`src/rtl/geometric_latency_histogram_unit_assert.svh`:
```
// assertion macros for the top-level rtl, compiled out for synthesis
`ifndef GEOMETRIC_LATENCY_HISTOGRAM_UNIT_ASSERT_SVH
`define GEOMETRIC_LATENCY_HISTOGRAM_UNIT_ASSERT_SVH

`ifndef SYNTHESIS
`define GLH_ASSERT_IMPLY(label, ante, cons) \
    label: assert property (@(posedge clk) disable iff (!rst_n) (ante) |-> (cons)) \
        else $error("glh assertion failed");
`define GLH_ASSERT_NEXT(label, ante, cons) \
    label: assert property (@(posedge clk) disable iff (!rst_n) (ante) |=> (cons)) \
        else $error("glh assertion failed");
`else
`define GLH_ASSERT_IMPLY(label, ante, cons)
`define GLH_ASSERT_NEXT(label, ante, cons)
`endif

`endif

```
`src/rtl/glh_pkg.sv`:
```
`timescale 1ns / 1ps

package glh_pkg;

    localparam int LAT_W   = 48;
    localparam int FRAC_W  = 17;
    localparam int VALUE_W = 34;
    localparam int TOTAL_W = 40;

    localparam logic [FRAC_W-1:0] Q_ONE = 17'h10000;

    localparam logic OP_RECORD   = 1'b0;
    localparam logic OP_QUANTILE = 1'b1;

    typedef struct packed {
        logic active;
        logic found;
    } glh_tok_t;

    typedef enum logic [4:0] {
        S_IDLE = 5'b00001,
        S_MUL  = 5'b00010,
        S_TGT  = 5'b00100,
        S_WALK = 5'b01000,
        S_DONE = 5'b10000
    } glh_state_t;

    // bound table: start at 1, next = ceil(cur * 6 / 5), upper bound appended last
    function automatic longint unsigned glh_bound(int idx, longint unsigned ub, int nb);
        longint unsigned cur;
        longint unsigned res;
        int n;
        cur = 1;
        n   = 0;
        res = 0;
        while (cur < ub && n < nb - 1) begin
            if (n == idx)
                res = cur;
            cur = (cur * 6 + 4) / 5;
            n++;
        end
        if (n == idx)
            res = ub;
        return res;
    endfunction

    function automatic int glh_used(longint unsigned ub, int nb);
        longint unsigned cur;
        int n;
        cur = 1;
        n   = 0;
        while (cur < ub && n < nb - 1) begin
            cur = (cur * 6 + 4) / 5;
            n++;
        end
        return n + 1;
    endfunction

endpackage

```
`src/rtl/glh_cell.sv`:
```
`timescale 1ns / 1ps

module glh_cell #(
    parameter int              COUNT_WIDTH = 40,
    parameter int              SUM_W       = 48,
    parameter longint unsigned BOUND       = 1,
    parameter bit              EN          = 1'b1,
    parameter bit              IS_LAST     = 1'b0
) (
    input  logic                     clk,
    input  logic                     rst_n,
    input  logic                     rec,
    input  logic [47:0]              lat,
    input  logic                     prev_gt,
    output logic                     gt,
    input  logic [COUNT_WIDTH-1:0]   target,
    input  glh_pkg::glh_tok_t        tok_in,
    input  logic [SUM_W-1:0]         sum_in,
    input  logic [33:0]              val_in,
    output glh_pkg::glh_tok_t        tok_out,
    output logic [SUM_W-1:0]         sum_out,
    output logic [33:0]              val_out
);
    import glh_pkg::*;

    localparam logic [LAT_W-1:0]       BOUND_CMP = BOUND[LAT_W-1:0];
    localparam logic [VALUE_W-1:0]     BOUND_VAL = BOUND[VALUE_W-1:0];
    localparam logic [COUNT_WIDTH-1:0] CNT_MAX   = {COUNT_WIDTH{1'b1}};

    logic [COUNT_WIDTH-1:0] cnt_reg;
    logic [COUNT_WIDTH-1:0] cnt_next;
    glh_tok_t               tok_reg;
    glh_tok_t               tok_next;
    logic [SUM_W-1:0]       sum_reg;
    logic [SUM_W-1:0]       sum_next;
    logic [VALUE_W-1:0]     val_reg;
    logic [VALUE_W-1:0]     val_next;
    logic                   hit_rec;
    logic                   hit_q;

    assign gt = EN && (lat > BOUND_CMP);

    // hit if above previous bound and, unless cell is last, not above this one
    assign hit_rec = rec && EN && ((prev_gt && !gt) || (IS_LAST && gt));

    always_comb
    begin
        cnt_next = cnt_reg;
        if (hit_rec && cnt_reg != CNT_MAX)
            cnt_next = cnt_reg + 1'b1;
    end

    // running sum token moves one cell per cycle
    always_comb
    begin
        sum_next        = sum_in + SUM_W'(cnt_reg);
        hit_q           = tok_in.active && !tok_in.found && EN
                          && (sum_next >= SUM_W'(target));
        tok_next.active = tok_in.active;
        tok_next.found  = tok_in.found || hit_q;
        val_next        = hit_q ? BOUND_VAL : val_in;
    end

    always_ff @(posedge clk or negedge rst_n)
    begin
        if (!rst_n)
        begin
            cnt_reg <= '0;
            tok_reg <= '0;
        end
        else
        begin
            cnt_reg <= cnt_next;
            tok_reg <= tok_next;
        end
    end

    always_ff @(posedge clk)
    begin
        sum_reg <= sum_next;
        val_reg <= val_next;
    end

    assign tok_out = tok_reg;
    assign sum_out = sum_reg;
    assign val_out = val_reg;

endmodule

```
`config.mk`:
```
export PLATFORM = sky130hd
export DESIGN_NAME = glh_cell
export DESIGN_NICKNAME = d
export VERILOG_FILES = /design/src/rtl/geometric_latency_histogram_unit_assert.svh /design/src/rtl/glh_pkg.sv /design/src/rtl/glh_cell.sv
export SDC_FILE = /design/constraint.sdc
export NUM_CORES = 1
export LEC_CHECK = 0
export BUFFER_PORTS_ARGS = -buffer_cell sky130_fd_sc_hd__buf_4
export CAP_MARGIN = 10
export CORE_MARGIN = 3
export CORE_UTILIZATION = 46
export CTS_CLUSTER_DIAMETER = 40
export CTS_CLUSTER_SIZE = 20
export DETAILED_ROUTE_END_ITERATION = 16
export MAX_ROUTING_LAYER = met4
export PLACE_DENSITY = 0.87
export SETUP_SLACK_MARGIN = 0.05
export SLEW_MARGIN = 25
export SYNTH_ARGS = -nofsm -noshare
export SYNTH_HDL_FRONTEND = slang
export SYNTH_SLANG_ARGS = --single-unit
```
`constraint.sdc`:
```
create_clock -name clk -period 4.1 [get_ports clk]
set_input_delay 1.23 -clock clk [delete_from_list [all_inputs] [get_ports clk]]
set_output_delay 1.23 -clock clk [all_outputs]
set_load 0.02 [all_outputs]
```
**After elaboration in Yosys (flattened, before gate mapping)**

Index checks and enable logic that the tools add are counted.

- $add $sub $neg: 2
- Order comparisons: 2
- Equality and inequality tests: 1
- Reductions and logical operators: 8

Operator list:

| kind | number |
|---|---|
| $add A48 B40 Y48 | 1 |
| $ge A48 B40 Y1 | 1 |
| $gt A48 B1 Y1 const B | 1 |
| $add A40 B1 Y40 const B | 1 |
| $ne A40 B40 Y1 const B | 1 |
| $logic_and A1 B1 Y1 | 5 |
| $logic_not A1 Y1 | 2 |
| $logic_or A1 B1 Y1 | 1 |

- Register bits after elaboration: 124
- Input port bits: 176
- Output and inout bits: 85
- Logic and storage cells: 18

**Logic depth before layout (Yosys ltp)**

Gate-level depths: netlist (run 1).

- Word-level depth: 5
- Depth in mapped cells: 23
- Depth with buffers taken out: 22

**Worst setup path before layout (run 1)**

OpenSTA, ideal clock, no wires.

- Path kind: input-to-reg
- Start point: in sum_in[0]
- End point: reg val_reg[10] (netlist: val_out[10])
- Library setup time: 59 ps
- Arrival: 5140 ps
- Required time: 4041 ps
- Setup slack: -1099 ps
- Stages on the path: 22
- Buffers on the path: 1
- Path through: ha_1 inv_1 fa_1 nor2b_1 o211ai_1 a21oi_1 a211oi_2 o41ai_2 a21bo_2 a21boi_0 o21ai_0 a31oi_1 xnor2_1 ha_1 o21a_1 a21oi_1 o211ai_1 nor4_1 nand4bb_1 o21ai_4 buf_6 and2_1

- Cells in the longest elaborated chain, start to end: 3

Ends and longest elaborated chain:

| what | RTL line | source |
|---|---|---|
| start: declaration | glh_cell.sv:18 | `input logic [SUM_W-1:0] sum_in,` |
| $add A48 B40 Y48 | glh_cell.sv:56 | `sum_next = sum_in + SUM_W'(cnt_reg);` |
| via sum_next[38] | glh_cell.sv:35 | `logic [SUM_W-1:0] sum_next;` |
| $ge A48 B40 Y1 | glh_cell.sv:58 | `&& (sum_next >= SUM_W'(target));` |
| $logic_and A1 B1 Y1 | glh_cell.sv:58 |  |
| end signal: assignment | glh_cell.sv:81 | `val_reg <= val_next;` |
| end: declaration | glh_cell.sv:36 | `logic [VALUE_W-1:0] val_reg;` |

The timed path passes the listed nets, and every way through them passes these cells.
A chain may end at the register's enable or synchronous reset.

**Worst setup path in the final report (run 1)**

- Start point: in sum_in[12]
- End point: reg val_reg[12] (netlist: val_out[12])

Same word-level chain as after synthesis.

==> reports/qor.csv, run 1 <==
stage,metric,value,unit
run_status,status,"finished, violations left",
run_status,violations,negative setup slack,
synth,syn_area,0.007365,sq mm
die,rows,45,
synth,ys_seq_elements,124,
die,io-pin-count,261,
place,hpwl,21430,um
clock_tree,cts_tree,yes,
synth,yosys_warnings,0,
synth,yosys-top-cells-area,"dfxtp_1 22%, dfrtp_1 14%, ha_1 14%, xnor2_1 7.0%, nand2_1 4.0%",
synth,netlist-cell-type-count,54,
place,dpl_cell_area,0.01099,sq mm
cells_and_area,layout-drive-gt1-share,45.26,%
setup_path,slowest_delay,0.54,ns
die,coreArea,0.01543,sq mm
pwr,leakage,6.234,nW
global_routing,grt_pass1_vias,8988,
clock_tree,clk_path_buf_depth,2,
timing,hold_viol,0,
setup_path,critPathSlowestCell,or4_1,
cells_and_area,largest_reg_flops,48,
routing,wl_per_cell,19.58,um
clock_tree,insertion_delay,0.43,ns
routing,drt-total-wl,29960,um
global_routing,overflow,0,
place,gp_congestion,0.9751,
routing,antenna_left,0,
pwr,total_power,3.489,mW
setup_path,worst-path-max-fanout,5,
clock_tree,clockRootBuffer,clkbuf_16,
pwr,power_density,285.9,mW/mm^2
place,port_buffers,259,
pwr,ir_drop,0.0002965,V
pwr,clockPowerShare,43.5,%
timing,finalCritPeriodShare,130.1,%
synth,ys.flop_type,dfxtp_1,
timing,fin_crit,5.336,ns
synth,async_flop_share,33.87,%
synth,syn_nets,1083,
timing,setup_violations,35,
synth,synth_most_common_cell,dfxtp_1,
pwr,combPwrFrac,19.8,%
worst_hold_path,min_path_type,reg2reg,
cells_and_area,fin_util,79.11,%
timing,maxSlewHeadroom,57.30,%
die,die_height,132.5,um
timing,rsz0062_at_grt,true,
timing,setup_slack,-1.236,ns
pwr,p_sw_share,28.27,%
synth,synth-edff-count,0,
setup_path,cp_top_family,simple AND/OR/NAND/NOR gates,
setup_path,worst_setup_path_start_kind,primary input,
global_routing,grt_max_degree,43,
routing,num_vias,8413,
synth,syn_inst,825,
routing,first_pass_iters,5,
setup_path,crit_arrival,5.71,ns
cells_and_area,num_antenna_cells,0,
pwr,p_int,2.502,mW
die,die-area,0.01756,sq mm
cells_and_area,layout.nets,1564,
clock_tree,htree_levels,4,
setup_path,cp-end-kind,flop,
synth,synth_area_leader_cell,dfxtp_1,
synth,yosys-top-cells-count,"82 x dfxtp_1, 81 x ha_1, 79 x nand2_1",
setup_path,crit_chain,buf_4 > ha_1 > nand4_1 > or4_1 > a21oi_2 > or2_2 > and2_4 > a21oi_2 > o21ai_2 > xor2_1 > ha_1 > a21o_1 > a211oi_2 > o21ai_1 > a21oi_2 > o211ai_1 > nor4_2 > nand4bb_1 > o21ai_4 > buf_4 > buf_6 > buf_12 > and2_4,
setup_path,cp.required,4.47,ns
routing,remaining_drc_errors,0,
timing,skew,0.009150,ns
synth,avgSynthCellArea,8.927,sq um
global_routing,antenna_found_initial,0,
die,fp.dieW,132.5,um
setup_path,path_class,in2reg,
routing,drtIter0Drc,598,
timing,slew_viol_final,0,
clock_tree,clk_pin_slew,0.06,ns
synth,synth_seq_area_share,36.56,%
cells_and_area,fin_area,0.01220,sq mm
cells_and_area,area_growth,65.72,%
pwr,pwr-share-seq,36.8,%
routing,via_per_inst,5.499,
global_routing,grt_first_pass_wirelength,46600,um
run,maxCapViolCount,0,
setup_path,cp_common_cell,a21oi_2,
timing,worstMarginPinSlew,0.6382,ns
clock_tree,numCtsBuffers,17,
setup_path,cp_num_buf_inv,4,
global_routing,track_usage,34.42,%
die,start_util,47.74,%
synth,synth_top_area_share,22.29,%
timing,timing.fmax,187.4,MHz
pwr,power.net_switching,0.9864,mW
clock_tree,cts_sinks,124,
## placed cells by master, fill, tap and decap left out, types with 5 or more instances in the layout
cell type	netlist	routed
a211oi_1	9	6
a21o_1	12	12
a21oi_1	59	48
a21oi_2	1	12
and2_1	40	15
and2_4	0	25
and3_1	15	15
and4_1	5	5
buf_12	0	5
buf_4	0	471
clkbuf_16	0	18
dfrtp_1	42	42
dfxtp_1	82	82
ha_1	81	72
ha_4	0	6
inv_1	50	49
inv_6	0	5
nand2_1	79	79
nand3_1	29	29
nand4_1	34	34
nor2_1	40	36
nor2b_1	9	7
nor3_1	12	9
nor4_1	16	14
o211ai_1	5	5
o21a_1	10	10
o21ai_0	35	25
o21ai_1	7	13
o21bai_1	6	6
xnor2_1	59	57
xor2_1	26	24
## per-stage QoR
stage | TNS (ns) | worst slack, ns | cells | hold WS (ns)
2_1_floorplan | -28.71 | -0.8373 | 825 | 0.4593
3_3_place_gp | -50.85 | -1.459 | 1472 | 0.4928
3_5_place_dp | -61.66 | -1.827 | 1472 | 0.4953
4_1_cts | -34.34 | -1.029 | 1526 | 0.5050
5_1_grt | -47.11 | -1.378 | 1530 | 0.5228
6_report | -41.76 | -1.236 | 1530 | 0.5062
## metal layers
metal  global-route usage, %  up-vias  share of wire [%]
met5                       -        -                  0
met1                   38.01     3951                 38
met3                   6.692      113                7.6
li1                        -     3896                  -
met2                   59.53      453                 49
met4                   16.74        0                5.4
## kinds of logic (layout without fill, tap and decap cells)
logic type	after synthesis	after routing	share of synthesized area [%]
buffers and inverters	71	565	4.179
xor gates and xnor gates	85	85	10.11
AOI/OAI and AO/OA	171	171	14.75
and+or+nand+nor	292	292	20.37
adders and majority gates	82	82	14.03
DFF	124	124	36.56
## power groups by stage
stage          combinational, mW  clock [mW]  sequential [mW]
6_report                   0.690        1.52             1.28
5_1_grt                    0.736        1.58             1.29
4_1_cts                    0.665        1.50             1.28
3_5_place_dp               0.603           0             1.30
3_3_place_gp               0.583           0             1.30
2_1_floorplan              0.187           0             1.37
## final timing paths
kind                        startpoint           to  slack [ns]  cells after the start
setup / recovery            sum_in[12]  val_out[12]       -1.24                     23
hold / removal             cnt_reg[35]  cnt_reg[35]        0.51                      1
setup reg to reg           cnt_reg[10]  val_out[12]       -0.76                     22
hold reg to reg            cnt_reg[35]  cnt_reg[35]        0.51                      1
max in group asynchronous        rst_n  cnt_reg[33]        2.90                      1
min in group asynchronous        rst_n   tok_out[1]        0.78                      1
## final cells by class
cell class | count | area [sq um]
Multi-Input combinational cell | 630 | 4715
Timing Repair Buffer | 483 | 3764
Fill cell | 974 | 3223
Sequential cell | 124 | 2693
Clock buffer | 18 | 450.4
Tap cell | 211 | 264.0
Inverter | 50 | 187.7
Clock inverter | 14 | 131.4
## timing repair
| item | 4_1_cts | 5_1_grt |
|---|---|---|
| gates resized for setup | 76 | 16 |
| cloned | 4 | 0 |
| hold buffers | 0 | 0 |
| pin swaps | 37 | 5 |
| setup buffers | 19 | 6 |
| endpoints found under the setup margin | 35 | 35 |
Note: power is estimated with default switching activity, not from simulation.
==> run 2: changes to the inputs <==
--- a/config.mk
+++ b/config.mk
@@ -10,11 +10,11 @@
 export CORE_MARGIN = 3
 export CORE_UTILIZATION = 46
 export CTS_CLUSTER_DIAMETER = 40
-export CTS_CLUSTER_SIZE = 20
+export CTS_CLUSTER_SIZE = 40
 export DETAILED_ROUTE_END_ITERATION = 16
 export MAX_ROUTING_LAYER = met4
-export PLACE_DENSITY = 0.87
-export SETUP_SLACK_MARGIN = 0.05
+export PLACE_DENSITY = 0.79
+export SETUP_SLACK_MARGIN = 0.3
 export SLEW_MARGIN = 25
 export SYNTH_ARGS = -nofsm -noshare
 export SYNTH_HDL_FRONTEND = slang
==> reports/qor.csv, run 2 (synthesis results as in run 1) <==
stage,metric,value,unit
cells_and_area,layout-drive-gt1-share,45.71,%
place,dp_slack,-1.644,ns
place,port_buffers,259,
cells_and_area,largest_reg_flops,48,
global_routing,grt_first_pass_wirelength,42020,um
setup_path,rr_endpoint,val_out[11],
global_routing,antenna_found_initial,0,
setup_path,cp.required,4.49,ns
routing,antenna_left,0,
run_status,status,"finished, violations left",
place,hpwl,20150,um
setup_path,cp_top_family,compound AO/OA/AOI/OAI gates,
pwr,clockPowerShare,44.4,%
timing,fin_crit,5.260,ns
setup_path,r2r_slack,-0.76,ns
pwr,total_power,3.519,mW
worst_hold_path,min_path_type,reg2reg,
clock_tree,cts_sinks,124,
cells_and_area,area_growth,68.03,%
setup_path,r2r.worst_path.cells,26,
clock_tree,clk_path_buf_depth,2,
cells_and_area,fin_cells,1541,
worst_hold_path,holdCritStartpoint,cnt_reg[32],
cells_and_area,num_antenna_cells,0,
cells_and_area,final_cell_mix,"486 x buf_4, 82 x dfxtp_1, 79 x nand2_1",
clock_tree,clockRootBuffer,clkbuf_16,
die,fp.dieW,132.5,um
global_routing,track_usage,31.16,%
global_routing,grt_max_degree,43,
pwr,power.net_switching,1.006,mW
die,die-area,0.01756,sq mm
setup_path,cp_num_buf_inv,7,
clock_tree,cts_tree,yes,
worst_hold_path,hold-path-cell-count,1,
routing,first_pass_iters,6,
place,dp.cells,1483,
clock_tree,cts-hold-fix-buffers,0,
timing,maxSlewHeadroom,62.45,%
cells_and_area,mostFrequentLayoutCell,buf_4,
setup_path,path_class,in2reg,
place,gp_congestion,0.9757,
timing,hold_ws,0.4994,ns
routing,via_per_inst,5.369,
setup_path,crit_arrival,5.65,ns
clock_tree,numCtsBuffers,17,
die,start_util,47.74,%
timing,worstMarginPinSlew,0.5633,ns
setup_path,timing.rr.start,cnt_reg[1],
pwr,ir_drop,0.0003384,V
timing,rsz0062_at_grt,true,
setup_path,critPathSlowestCell,fa_2,
cells_and_area,nFillCells,1009,
timing,setup_violations,35,
pwr,leakage,6.253,nW
die,coreArea,0.01543,sq mm
worst_hold_path,hold_path_end,cnt_reg[32],
setup_path,worst-path-max-fanout,4,
timing,timing.fmax,190.1,MHz
die,die_height,132.5,um
global_routing,grt_pass1_vias,8359,
cells_and_area,fin_util,80.21,%
timing,hold_viol,0,
die,rows,45,
routing,remaining_drc_errors,0,
timing,slew_viol_final,0,
pwr,combPwrFrac,19.3,%
run_status,violations,negative setup slack,
die,io-pin-count,261,
routing,drt-total-wl,28850,um
routing,wl_per_cell,18.72,um
run,maxCapViolCount,0,
pwr,pwr-share-seq,36.4,%
timing,skew,0.007535,ns
global_routing,overflow,0,
clock_tree,insertion_delay,0.44,ns
pwr,p_sw_share,28.59,%
setup_path,cp-end-kind,flop,
pwr,p_int,2.513,mW
timing,finalCritPeriodShare,128.3,%
pwr,power_density,284.4,mW/mm^2
clock_tree,htree_levels,4,
setup_path,slowest_delay,0.35,ns
clock_tree,clk_pin_slew,0.07,ns
routing,num_vias,8274,
timing,setup_slack,-1.160,ns
routing,drtIter0Drc,574,
cells_and_area,layout.nets,1575,
setup_path,worst_setup_path_start_kind,primary input,
==> run 2: cell count changes in the layout (fill, tap and decap cells not counted), moves of 4 or more <==
cell and change:
ha_1 -7, nor2_1 +4, a21oi_1 -8, and2_1 +13
a21oi_2 +4, buf_4 +15, ha_4 +4, and2_4 -13
a21oi_4 +4
==> run 2: repair_timing <==
action                     4_1_cts  5_1_grt
resized for setup               28       66
setup buffers                   13       10
gates cloned                     2        1
pin swaps                       19       37
setup endpoints to repair       35       36
==> run 2: how the worst max path moves through the flow <==
stage	from	cells after the start	slack, ns	endpoint
3_3_place_gp	sum_in[9]	21	-1.49	val_out[14]
2_1_floorplan	sum_in[0]	23	-0.84	val_out[10]
3_5_place_dp	sum_in[10]	22	-1.64	val_out[23]
4_1_cts	sum_in[0]	27	-1.05	val_out[11]
5_1_grt	sum_in[0]	27	-1.40	val_out[8]
6_report	sum_in[0]	27	-1.16	val_out[11]
==> run 2: power by group through the flow <==
stage               clock, mW  combinational, mW  sequential (mW)
finish                   1.56              0.678             1.28
CTS                      1.55              0.631             1.28
global route             1.63              0.723             1.28
detailed placement          0              0.599             1.30
global placement            0              0.587             1.30
floorplan                   0              0.187             1.37
==> run 2: cell type report <==
class                      count  area [sq um]  area share, %
inverter                      50         187.7          1.517
sequential                   124          2693          21.76
clock inverter                14         150.1          1.213
tap                          211         264.0          2.133
timing repair buffer         494          3815          30.83
multi-input combinational    630          4815          38.91
clock buffer                  18         450.4          3.640
==> run 2: per-layer routing <==
layer,global-route usage [%],wire (um),up-vias
met1,36.26,11440,3872
met3,6.616,1909,92
met4,15.01,1198,0
met2,51.33,14300,404
li1,-,-,3906
met5,-,0,-
==> run 2: metrics by stage <==
| step | instance area [sq um] | setup TNS [ns] |
|---|---|---|
| finish | 12370 | -38.77 |
| global route | 12370 | -47.27 |
| CTS | 11950 | -35.27 |
| detailed placement | 11060 | -56.89 |
| global placement | 11060 | -51.86 |
| floorplan | 7396 | -28.71 |
